[src/rtl/tkdp_pkg.sv]
`default_nettype none
package tkdp_pkg;

  localparam int unsigned MaxItemsDef = 64;
  localparam int unsigned MaxDimDef   = 64;
  localparam int unsigned MaxKDef     = 8;

  localparam int unsigned ElemW   = 16;
  localparam int unsigned ScoreW  = 38;
  localparam int unsigned DimCfgW = 7;
  localparam int unsigned KCfgW   = 4;
  localparam int unsigned IdxOutW = 6;
  localparam int unsigned RkW     = 2;

  // Result kinds
  localparam logic [RkW-1:0] RkStoreAck = 2'd0;
  localparam logic [RkW-1:0] RkMatch    = 2'd1;
  localparam logic [RkW-1:0] RkEmpty    = 2'd2;

  // Configuration register indexes
  localparam logic RegDim  = 1'b0;
  localparam logic RegTopK = 1'b1;

  // Control from the sequencer to the multiply-accumulate unit
  typedef struct packed {
    logic clear;
    logic acc_en;
  } mac_ctrl_t;

endpackage
`default_nettype wire

[src/rtl/tkdp_mac.sv]
`default_nettype none
// Shared multiply-accumulate: one product registered, then summed per cycle while accumulate is enabled
module tkdp_mac
  import tkdp_pkg::*;
(
  input  wire logic                     clk_i,
  input  wire logic                     rst_ni,
  input  wire mac_ctrl_t                ctrl_i,
  input  wire logic signed [ElemW-1:0]  a_i,
  input  wire logic signed [ElemW-1:0]  b_i,
  output logic signed [ScoreW-1:0]      acc_o
);

  logic signed [2*ElemW-1:0] prod_q;
  logic signed [ScoreW-1:0]  acc_q;
  logic signed [ScoreW-1:0]  acc_d;

  // product stage, then wrapping accumulate
  always_comb begin
    acc_d = acc_q;
    if (ctrl_i.clear) begin
      acc_d = '0;
    end else if (ctrl_i.acc_en) begin
      acc_d = acc_q + ScoreW'(prod_q);
    end
  end

  always_ff @(posedge clk_i or negedge rst_ni) begin
    if (!rst_ni) begin
      acc_q <= '0;
    end else begin
      acc_q <= acc_d;
    end
  end

  always_ff @(posedge clk_i) begin
    prod_q <= a_i * b_i;
  end

  assign acc_o = acc_q;

endmodule
`default_nettype wire

[config.mk]
export PLATFORM = sky130hd
export DESIGN_NAME = tkdp_mac
export DESIGN_NICKNAME = d
export VERILOG_FILES = /design/src/rtl/tkdp_pkg.sv /design/src/rtl/tkdp_mac.sv
export SDC_FILE = /design/constraint.sdc
export NUM_CORES = 1
export LEC_CHECK = 0
export ABC_AREA = 1
export BUFFER_PORTS_ARGS = -buffer_cell sky130_fd_sc_hd__buf_2
export CAP_MARGIN = 20
export CORE_MARGIN = 3
export CORE_UTILIZATION = 30
export DETAILED_ROUTE_END_ITERATION = 6
export SETUP_SLACK_MARGIN = 0.4
export SYNTH_ARGS = -nofsm -noshare
export SYNTH_HDL_FRONTEND = slang
export SYNTH_SLANG_ARGS = --single-unit
[constraint.sdc]
create_clock -name clk_i -period 2.7 [get_ports clk_i]
set_input_delay 0.81 -clock clk_i [delete_from_list [all_inputs] [get_ports clk_i]]
set_output_delay 0.81 -clock clk_i [all_outputs]
set_load 0.03 [all_outputs]
After elaboration in Yosys (flattened, before gate mapping)
Index checks and enable logic that the tools add are counted.
W data, S select, Z words.
Storage, ports and cells
  flip-flop bits (word level): 70
  input bits: 36
  output and inout bits: 38
  word-level logic and storage cells: 7
Operators by class
  $add $sub $neg: 1
  multipliers: 1
  multiplexer cells: 2
  reduce and logical (&&, ||, !) cells: 1
Operator list (count)
  $mux W38: 2
  $add A38 B32 Y38: 1
  $mul A16 B16 Y32: 1
  $reduce_bool A2 Y1: 1

Longest topological paths before layout
Gate-level depths: netlist (run 1).
  word-level depth: 3
  depth in mapped cells: 26
  mapped depth without buffers: 24

Least setup slack after synthesis (run 1)
Ideal clock, no wire load.
  path kind: input-to-reg
  from: in b_i[5]
  to: reg prod_q[31]
  setup time: 0.112 ns
  arrival: 5.768 ns
  data required time: 2.588 ns
  slack: -3.180 ns
  stages on the path: 22
  buffers on the path: 2
  path through: clkbuf_1 > clkbuf_1 > nand2_1 > fa_1 > inv_1 > fa_1 > inv_1 > fa_1 > fa_1 > fa_1 > fa_1 > inv_1 > ha_1 > nand2_1 > nor2_1 > nand2_1 > nor3_1 > nand2_1 > nand3_1 > inv_1 > nand2_1 > nand2_1
On the way
  longest elaborated chain between the ends: 1
Ends and longest elaborated chain
  from (decl): line tkdp_mac.sv:10  | input wire logic signed [ElemW-1:0] b_i,
  $mul A16 B16 Y32: line tkdp_mac.sv:37  | prod_q <= a_i * b_i;
  to (signal assigned): line tkdp_mac.sv:37
  to (decl): line tkdp_mac.sv:14  | logic signed [2*ElemW-1:0] prod_q;
No other way between the ends.
A chain may end at the register's enable or synchronous reset.

Final worst setup path (run 1)
  from: in b_i[15]
  to: reg prod_q[31]
Same word-level chain as after synthesis.

==> results.txt, run 1 <==
After clock tree synthesis, the clock-pin slew on the worst setup and hold paths is 0.06 ns. The die covers 0.0543 sq mm. Detailed placement finished with a half-perimeter wire length of 38.2 mm. The count of standard-cell rows is 82. The synthesized design contains 0 enable-type register cells. The number of DRC violations after detailed routing came out at 0. The category of the worst setup path capture point is a flip-flop. Relative to the synthesized area, the layout overhead comes to 37.2%. The checks that failed: negative setup slack. The repair_antennas step left the layout with diodes totalling 0. The library cell used most frequently in the layout, excluding fill and tap cells, is sky130_fd_sc_hd__nand2_1. The routed wire length per instance is 14.7 um. The max-cap violation count came out at 0.

The TritonCTS clock tree is yes. Global routing used 17.2% of the available tracks across all layers. The number of sinks handled by clock tree synthesis is 70.

The first global-routing pass estimated 75.4 mm of wire. By startpoint and endpoint, the worst setup path is classified as primary input to flip-flop. Setup repair after global routing could not meet its margin everywhere. The post-synthesis sequential area ratio is 10.3%. Among all stages on the critical path, the largest delay is contributed by sky130_fd_sc_hd__fa_2. The worst slew margin relative to its limit came out at 62.9%. The detailed router's first-iteration violation count is 601. The count of nets left with antenna violations once routing finished came out at 0. The initial antenna violation count is 0.

The worst hold-check path type is primary input to asynchronous set/reset pin. The worst-margin pin slew is 0.556 ns. The synthesized design contains 70 register bits. The largest driver fanout on the critical path came out at 5. In this run the count of I/O pins placed on the die edge is 74. The kind of launch point of the worst setup path is a primary input. The number of vias per cell after detailed routing came out at 4.53. The number of distinct standard cells referenced by the synthesized netlist came out at 39.

The maximum clock skew at final layout is 0.00855 ns. The largest net degree at the start of global routing came out at 39. Clock tree synthesis inserted a total of 9 buffers.

The area of the mapped netlist came out at 0.0155 sq mm. The number of cells traversed by the worst register-to-register path came out at 12. Detailed routing inserted a total of 14000 vias. The critical path goes through buf_8 > inv_8 > buf_12 > or2_4 > fa_1 > fa_1 > inv_2 > fa_2 > fa_2 > fa_1 > inv_2 > fa_1 > inv_2 > ha_4 > nand2_4 > nor2_4 > inv_4 > buf_6 > nor3_4 > nand2_1 > nand3_2 > inv_1 > nand2_1 > nand2_1. The arrival time of data at the critical path endpoint came out at 5.59 ns. The die is 233 um tall.

The final-layout setup total negative slack is -62.82 ns. The detailed-route wire length is 45.5 mm. The run finished, with violations left.

On the worst path, the slowest cell contributes a delay of 0.56 ns. The post-placement worst setup slack came out at -3.29 ns. The maximum frequency from static timing analysis came out at 187 MHz. The final weighted congestion in routability-driven placement came out at 0.915.

In this design, the critical path's most frequently occurring cell is sky130_fd_sc_hd__fa_1. The hold violation count in the final report is 0. The width of the die came out at 233 um. The share of flip-flops with an asynchronous set or reset is 54.3%. Setup slack on the critical path of the routed design comes to -2.65 ns. The setup violation total in the final timing report came out at 28. The count of buffers added on input and output ports is 73.

The final layout contains 2830 nets. The number of global-route vias before repair came to 14900. Dividing the synthesized area by the synthesized cell count gives 7.16 sq um. The CTS H-tree depth is 3. The clock latency on the worst-skew pair came out at 0.35 ns. The synthesized net count is 2580. The final count of pins violating max slew came to 0.

The post-route fraction of the period consumed by the critical path came out at 198%. The top cell types in the final layout, fill and taps aside, are sky130_fd_sc_hd__nand2_1, sky130_fd_sc_hd__inv_1, sky130_fd_sc_hd__fa_1, sky130_fd_sc_hd__buf_4, sky130_fd_sc_hd__inv_2. The final critical-path required period came out at 5.35 ns. For this run, the share of the core covered by cells in the final layout is 42.0%. The number of instances in the synthesized netlist came out at 2162.

The required time at the worst-slack endpoint is 2.94 ns. The maximum clock path buffer count is 2. The layout has 5007 filler cells. The final hold slack is 0.247 ns. The Yosys step of the flow raised 0 warnings. The tree is rooted in a sky130_fd_sc_hd__clkbuf_16. The area inside the core boundary is 0.0506 sq mm. The effective utilization at floorplan came out at 30.6%. The remaining global-route overflow is 0. The leading register cell type out of synthesis is sky130_fd_sc_hd__dfrtp_1. For this run, the detailed router's first-pass iteration total came to 6.

The proportion of layout cells with a drive suffix above 1 came out at 28.9%.
-- worst max-delay path, delay by kind of cell --
| family | cells | cell delay, ns |
|---|---|---|
| AND/OR/NAND/NOR | 8 | 0.85 |
| adder cells (fa/ha/maj) | 7 | 3.34 |
| buffers and inverters | 9 | 0.59 |
-- worst paths after layout --
| path | start | end | slack (ns) |
|---|---|---|---|
| worst max register to register | acc_o[0]$_DFFE_PN0P_ | acc_o[28]$_DFFE_PN0P_ | 0.56 |
| min in group clk_i | acc_o[33]$_DFFE_PN0P_ | acc_o[33]$_DFFE_PN0P_ | 0.52 |
| worst max-delay path | b_i[15] | prod_q[31]$_DFF_P_ | -2.65 |
| worst min-delay path | rst_ni | acc_o[1]$_DFFE_PN0P_ | 0.25 |
| worst min register to register | acc_o[33]$_DFFE_PN0P_ | acc_o[33]$_DFFE_PN0P_ | 0.52 |
| max in group asynchronous | rst_ni | acc_o[24]$_DFFE_PN0P_ | 1.97 |
-- layout make-up --
cell class              instances  area [sq um]  area share (%)
repair buffers                305          2970            14.0
clock inverters                 7           106           0.501
multi-input cells            1454         13300            62.8
flip-flops and latches         70          1590            7.50
clock buffers                   9           225            1.06
inverters                     572          2160            10.2
well taps                     672           841            3.96
-- synthesized netlist by cell type, types with 4 or more instances --
cell type | number | area (sq um)
sky130_fd_sc_hd__nand4_1 | 19 | 119
sky130_fd_sc_hd__a31oi_1 | 4 | 25.0
sky130_fd_sc_hd__nor2_2 | 4 | 25.0
sky130_fd_sc_hd__o21ai_0 | 34 | 170
sky130_fd_sc_hd__nand3_2 | 5 | 50.1
sky130_fd_sc_hd__o21bai_1 | 12 | 90.1
sky130_fd_sc_hd__nand3b_1 | 8 | 60.1
sky130_fd_sc_hd__xor2_1 | 20 | 175
sky130_fd_sc_hd__nand2_1 | 664 | 2490
sky130_fd_sc_hd__a21o_1 | 5 | 37.5
sky130_fd_sc_hd__nand3_1 | 65 | 325
sky130_fd_sc_hd__dfrtp_1 | 38 | 951
sky130_fd_sc_hd__xnor2_1 | 15 | 131
sky130_fd_sc_hd__a21oi_1 | 67 | 335
sky130_fd_sc_hd__clkbuf_1 | 62 | 233
sky130_fd_sc_hd__dfxtp_1 | 32 | 641
sky130_fd_sc_hd__nor2_1 | 113 | 424
sky130_fd_sc_hd__inv_1 | 572 | 2150
sky130_fd_sc_hd__nand2_2 | 4 | 25.0
sky130_fd_sc_hd__ha_1 | 119 | 1490
sky130_fd_sc_hd__fa_1 | 263 | 5270
sky130_fd_sc_hd__nor3_1 | 7 | 35.0
-- through the flow --
step / instance area (sq um) / cells
floorplan: 16600 / 2162
global placement: 18500 / 3008
detailed placement: 18500 / 3008
CTS: 20400 / 3066
global route: 21200 / 3089
finish: 21200 / 3089
-- cell families after synthesis --
kind of cell | synth area share (%)
AOI/OAI and AO/OA | 5.05
xor gates and xnor gates | 1.98
adders and majority gates | 43.6
buffers and inverters | 15.5
DFF | 10.3
and+or+nand+nor | 23.5
-- layer usage --
metal	GRT usage, %	part of all wire, %	vias to the layer above
met4	3.50	1.6	0
met1	22.8	45	6913
met3	1.66	3.3	53
met5	0	0	-
met2	30.6	50	225
li1	-	-	6794
-- timing repair --
action                                  in CTS  in global routing
hold buffers                                 0                  0
cloned                                       2                  2
pin swaps                                  129                127
setup buffers                               40                 21
endpoints found under the hold margin        0                  0
endpoints found under the setup margin      32                 43
gates resized for setup                    333                163
-- sequential cells by signal (all words and copies together), names as in the netlist --
name / count
acc_o: 38
prod_q: 32
Power of run 1 is left out: the tool's default activity adds up to more than one toggle a clock period on the data nets, which glitch-free logic cannot reach.
==> run 2: changes to the inputs <==
--- a/config.mk
+++ b/config.mk
@@ -11,7 +11,6 @@
 export CORE_MARGIN = 3
 export CORE_UTILIZATION = 30
 export DETAILED_ROUTE_END_ITERATION = 6
-export SETUP_SLACK_MARGIN = 0.4
 export SYNTH_ARGS = -nofsm -noshare
 export SYNTH_HDL_FRONTEND = slang
 export SYNTH_SLANG_ARGS = --single-unit
==> results.txt, run 2 (same netlist as run 1, synthesis figures left out) <==
The flow ran to the end, but the final reports show violations. The checks that failed: negative setup slack. The post-layout instance count excluding filler cells is 3080. The worst slew margin relative to its limit came out at 62.3%.

The maximum clock skew at final layout is 0.0126 ns. The launch instance of the worst register-to-register path is acc_o[0]$_DFFE_PN0P_. The number of cells after detailed placement is 3017. The worst register-to-register path has a depth of 10. The max-cap violation count is 0.

The multi-input combinational cells in the finished layout cover a total of 0.0129 sq mm. The first-pass detailed-route iteration total is 5. The final critical-path required period is 5.35 ns. The number of DRC violations after detailed routing is 0. The number of global-route vias before repair came out at 14600.

Across the whole layout, storage elements account for 0.00159 sq mm. The width of the die is 233 um. The setup slack of the most critical reg-to-reg path came out at 0.36 ns. STA puts the critical path data required time at 2.93 ns. The effective utilization at floorplan is 30.6%.

The area inside the core boundary is 0.0506 sq mm. The total inserted antenna cells is 0. Leaving out fill and tap cells, the most frequent cell in the layout is sky130_fd_sc_hd__nand2_1.

Port buffering added 73 buffers. The CTS H-tree depth is 3. Setup violations remaining at the end of the flow were counted as 28.

Entering global routing, the biggest net connects 39 pins. The number of clock buffers inserted by TritonCTS came out at 9. The arrival time of data at the critical path endpoint is 5.59 ns. The critical path is of the primary input to flip-flop type. The post-layout worst setup margin is -2.65 ns. In this run the critical register-to-register path is captured at acc_o[12]$_DFFE_PN0P_. The area enclosed by the die boundary came out at 0.0543 sq mm.

The clock transition at the register clock pins on the worst setup and hold paths after CTS is 0.06 ns. The maximum clock path buffer count is 2. The top cell types in the final layout, fill and taps aside, are sky130_fd_sc_hd__nand2_1, sky130_fd_sc_hd__inv_1, sky130_fd_sc_hd__fa_1, sky130_fd_sc_hd__buf_4, sky130_fd_sc_hd__nor2_1. The congestion estimate from routability-driven global placement came to 0.913. The maximum frequency from static timing analysis came out at 187 MHz. The global-route usage over all layers came out at 17.0%. The number of nets in the final layout is 2821. The count of standard-cell rows is 82. The flip-flop count of the largest register, all copies and words added came out at 38.

The half-perimeter wire length after placement came out at 38.5 mm. STA classifies the critical path startpoint as a primary input. The path class of the tightest hold or removal check is primary input to asynchronous set/reset pin. The first global-routing pass estimated 74.2 mm of wire.

The proportion of layout cells with a drive suffix above 1 is 26.0%. The hold violation count in the final report came to 0. The remaining global-route overflow came out at 0. TritonCTS built the clock tree. After detailed routing, the average wire length per cell comes to 14.5 um. The I/O pin total came out at 74. Using the TritonRoute via totals, the vias-per-cell ratio works out to 4.50. Summed over all layers, the routed wires come to 44.7 mm.

The post-synthesis to final-layout area growth came out at 32.2%. The clock tree root buffer cell is sky130_fd_sc_hd__clkbuf_16. The via count came out at 13800. At the later pin of the worst-skew pair, clock insertion delay measures 0.35 ns. The detailed router's first-iteration violation count came out at 629. The worst-margin pin slew came out at 0.565 ns.

The post-route fraction of the period consumed by the critical path is 198%. The largest driver fanout on the critical path came out at 5. The vertical die dimension is 233 um.

The number of inserted filler cells in the final layout came out at 5101. The clock net in this run drives a total of 70 sinks. The number of nets with antenna violations after detailed routing is 0. The final count of pins violating max slew came out at 0.

STA classifies the critical path endpoint as a flip-flop. The initial antenna violation count is 0. Setup repair after global routing could not meet its margin everywhere.
==> run 2: critical path, cell delays in order <==
cell                       delay (ns)
sky130_fd_sc_hd__buf_12          0.12
sky130_fd_sc_hd__nand2_4         0.08
sky130_fd_sc_hd__inv_4           0.04
sky130_fd_sc_hd__fa_2            0.62
sky130_fd_sc_hd__fa_2            0.52
sky130_fd_sc_hd__buf_6           0.16
sky130_fd_sc_hd__fa_1            0.44
sky130_fd_sc_hd__fa_1            0.48
sky130_fd_sc_hd__fa_1            0.54
sky130_fd_sc_hd__inv_1           0.05
sky130_fd_sc_hd__fa_1            0.48
sky130_fd_sc_hd__inv_1           0.06
sky130_fd_sc_hd__ha_4            0.24
sky130_fd_sc_hd__a21o_1          0.21
sky130_fd_sc_hd__o21bai_1        0.22
sky130_fd_sc_hd__a21oi_1         0.20
sky130_fd_sc_hd__nand3_1         0.12
sky130_fd_sc_hd__xor2_1          0.18
==> run 2: how the worst max path moves through the flow <==
stage            start            endpoint  slack [ns]  cells after the start
6_report        b_i[1]  prod_q[24]$_DFF_P_       -2.65                     18
5_1_grt        a_i[15]  prod_q[31]$_DFF_P_       -2.83                     23
4_1_cts         b_i[6]  prod_q[27]$_DFF_P_       -2.65                     23
3_5_place_dp   a_i[15]  prod_q[27]$_DFF_P_       -3.42                     18
3_3_place_gp   a_i[15]  prod_q[27]$_DFF_P_       -3.36                     19
2_1_floorplan   b_i[9]  prod_q[31]$_DFF_P_       -2.84                     24
==> run 2: cell type report <==
class / count / share of cell area (%)
clock inverter: 7 / 0.263
sequential: 70 / 7.78
inverter: 572 / 10.5
multi-input combinational: 1454 / 63.2
timing repair buffer: 296 / 13.0
tap: 672 / 4.11
clock buffer: 9 / 1.10
==> run 2: repair_timing <==
item,in CTS,in global routing
hold buffers,0,0
setup buffers,38,10
gates cloned,1,0
endpoints found under the setup margin,28,28
pin swaps,146,85
resized for setup,277,108
==> run 2: per-stage QoR <==
stage | worst slack [ns] | utilization, % | TNS (ns) | instance area [sq um] | hold WS, ns
global placement | -3.36 | 36.5 | -76.92 | 18500 | 0.495
global route | -2.83 | 40.4 | -68.20 | 20400 | 0.544
finish | -2.65 | 40.4 | -63.82 | 20400 | 0.504
floorplan | -2.84 | - | -63.14 | 16500 | 0.514
CTS | -2.65 | 39.6 | -63.65 | 20000 | 0.517
detailed placement | -3.42 | 36.5 | -78.08 | 18500 | 0.499
==> run 2: per-layer routing <==
layer	wire, um	global-route usage [%]	up-vias	part of all wire (%)
met3	1510	1.35	40	3.4
met1	19800	22.1	6793	44
met5	0	0	-	0
met4	577	3.21	0	1.3
met2	22800	30.9	232	51
li1	-	-	6780	-
Power of run 2 is left out for the same reason.
==> run 3: changes to the inputs <==
--- a/config.mk
+++ b/config.mk
@@ -8,6 +8,7 @@
 export ABC_AREA = 1
 export BUFFER_PORTS_ARGS = -buffer_cell sky130_fd_sc_hd__buf_2
 export CAP_MARGIN = 20
+export CORE_ASPECT_RATIO = 0.8
 export CORE_MARGIN = 3
 export CORE_UTILIZATION = 30
 export DETAILED_ROUTE_END_ITERATION = 6
==> constraint.sdc (replaced) <==
create_clock -name clk_i -period 6.9 [get_ports clk_i]
set_input_delay 2.07 -clock clk_i [delete_from_list [all_inputs] [get_ports clk_i]]
set_output_delay 2.07 -clock clk_i [all_outputs]
set_load 0.03 [all_outputs]
==> results.txt, run 3 (same netlist as run 1, synthesis figures left out) <==
The largest driver fanout on the critical path came out at 7. Clock latency on the worst-skew pair, taken at its later pin, is 0.34 ns. The worst slew margin relative to its limit is 56.8%. The maximum clock path buffer count is 2. The combined area of the multi-input logic cells is 0.0118 sq mm. Relative to the synthesized area, the layout overhead comes to 20.0%. The area enclosed by the die boundary came out at 0.0544 sq mm. The cell sitting at the root of the clock tree is a sky130_fd_sc_hd__clkbuf_16.

The global-route wire length before repair is 73.3 mm. Setup repair after global routing could not meet its margin everywhere. The number of cells after detailed placement came out at 3008.

The die is 260 um wide. The worst setup path is launched from a primary input. In the layout the commonest cells are sky130_fd_sc_hd__nand2_1, sky130_fd_sc_hd__inv_1, sky130_fd_sc_hd__fa_1, sky130_fd_sc_hd__buf_4, sky130_fd_sc_hd__ha_1.

The clock tree synthesis step divided the H-tree into 3 levels. The utilization after layout is 36.9%. The final hold slack came out at 0.509 ns. The worst setup path is captured at a flip-flop.

The library cell used most frequently in the layout, excluding fill and tap cells, is sky130_fd_sc_hd__nand2_1. The run finished with clean final reports. The via count came out at 13600.

The total inserted antenna cells is 0. The number of buffers inserted for hold repair after clock tree synthesis came out at 0. The number of vias per cell after detailed routing is 4.49. The area inside the core boundary came out at 0.0503 sq mm. Setup violations remaining at the end of the flow were counted as 0. The I/O pin total came out at 74. The proportion of layout cells with a drive suffix above 1 came out at 15.3%.

The worst hold path begins at acc_o[29]$_DFFE_PN0P_. The worst hold path belongs to the class flip-flop to flip-flop. The max-cap violation count came out at 0. The final count of pins violating max slew came to 0. The largest net degree at the start of global routing is 39. The detailed router's first-iteration violation count came out at 899. The flip-flop count of the largest register, all copies and words added is 38.

Dividing the detail-routed wire length by the instance count gives 14.5 um. The worst path uses 99.1% of the clock period. In this run the critical register-to-register path is launched from acc_o[0]$_DFFE_PN0P_.

The combined flip-flop and latch cell area is 0.00159 sq mm. For this run, the total global-route usage over all layers was measured as 16.8%. The hold violation count in the final report came out at 0. The required time at the worst-slack endpoint is 7.13 ns.

The number of nets in the final layout came out at 2772. The initial antenna violation count is 0. The number of port buffers is 73. The detailed-route wire length is 43.9 mm. Clock skew on the completed layout was measured at 0.00962 ns.

The remaining global-route overflow came out at 0. TritonCTS built the clock tree. CTS saw 70 sinks.

The first detailed-routing pass took 5 iterations. The number of global-route vias before repair came out at 13900. Once the floorplan was initialized, standard cells occupied 30.7% of the core. The count of cells in the finished layout, fillers not included, comes to 3034. The number of clock buffers inserted by TritonCTS is 9.

The HPWL after detailed placement is 38.4 mm. The worst-margin pin slew is 0.647 ns. The clock transition at the register clock pins on the worst setup and hold paths after CTS came out at 0.06 ns. The final weighted congestion in routability-driven placement came out at 0.932. The most critical setup path has its startpoint at a_i[15]. The critical path class is primary input to flip-flop. The number of inserted filler cells in the final layout is 5230. The arrival time of data at the critical path endpoint is 7.07 ns. The number of nets with antenna violations after detailed routing came out at 0. The vertical die dimension came out at 209 um. The count of standard-cell rows came out at 73.

Derived from the worst setup path, the maximum achievable clock frequency is 146 MHz. The number of DRC violations after detailed routing came out at 0. The final critical-path required period came out at 6.84 ns.
run 3: through the flow:
step / area, sq um / TNS [ns] / setup WS, ns
2_1_floorplan: 15500 / -0.00687 / -0.00687
4_1_cts: 18100 / 0 / 0.000155
5_1_grt: 18600 / -0.386 / -0.0893
6_report: 18600 / 0 / 0.0624
3_5_place_dp: 17700 / -5.59 / -0.491
3_3_place_gp: 17700 / -5.25 / -0.452
run 3: worst paths after layout:
kind	to	slack, ns	cells after the start
worst max register to register	acc_o[28]$_DFFE_PN0P_	4.41	12
max in group asynchronous	acc_o[19]$_DFFE_PN0P_	4.82	2
worst min-delay path	acc_o[29]$_DFFE_PN0P_	0.51	2
worst max-delay path	prod_q[31]$_DFF_P_	0.06	20
min in group asynchronous	acc_o[5]$_DFFE_PN0P_	1.61	1
worst min register to register	acc_o[29]$_DFFE_PN0P_	0.51	2
run 3: layer usage:
metal	global-route usage, %	vias to the layer above	share of wire [%]
met5	0	-	0
met3	2.57	28	6.1
met4	2.24	0	0.98
li1	-	6685	-
met1	25.0	6602	49
met2	26.4	316	44
run 3: worst max-delay path, stage by stage:
cell                      delay [ns]
sky130_fd_sc_hd__buf_8          0.13
sky130_fd_sc_hd__nand2_2        0.07
sky130_fd_sc_hd__inv_1          0.05
sky130_fd_sc_hd__fa_1           0.53
sky130_fd_sc_hd__buf_12         0.17
sky130_fd_sc_hd__fa_2           0.55
sky130_fd_sc_hd__buf_6          0.17
sky130_fd_sc_hd__fa_2           0.62
sky130_fd_sc_hd__inv_2          0.05
sky130_fd_sc_hd__fa_1           0.49
sky130_fd_sc_hd__inv_2          0.04
sky130_fd_sc_hd__fa_1           0.49
sky130_fd_sc_hd__fa_1           0.59
sky130_fd_sc_hd__ha_4           0.24
sky130_fd_sc_hd__a21oi_1        0.20
sky130_fd_sc_hd__o21ai_1        0.13
sky130_fd_sc_hd__a21oi_2        0.21
sky130_fd_sc_hd__nand3_2        0.11
sky130_fd_sc_hd__nand3_1        0.09
sky130_fd_sc_hd__nand2_1        0.06
run 3: final cells by class:
| class | instances | share of cell area [%] |
|---|---|---|
| clock buffers | 10 | 1.23 |
| clock inverters | 6 | 0.371 |
| inverters | 572 | 11.6 |
| multi-input cells | 1454 | 63.7 |
| flip-flops and latches | 70 | 8.57 |
| well taps | 675 | 4.55 |
| repair buffers | 247 | 10.0 |
run 3: repair_timing:
| action | in CTS | in global routing |
|---|---|---|
| setup endpoints to repair | 8 | 19 |
| gates resized for setup | 7 | 126 |
| pin swaps | 3 | 21 |
| setup buffers | 2 | 7 |
Power of run 3 is left out for the same reason.
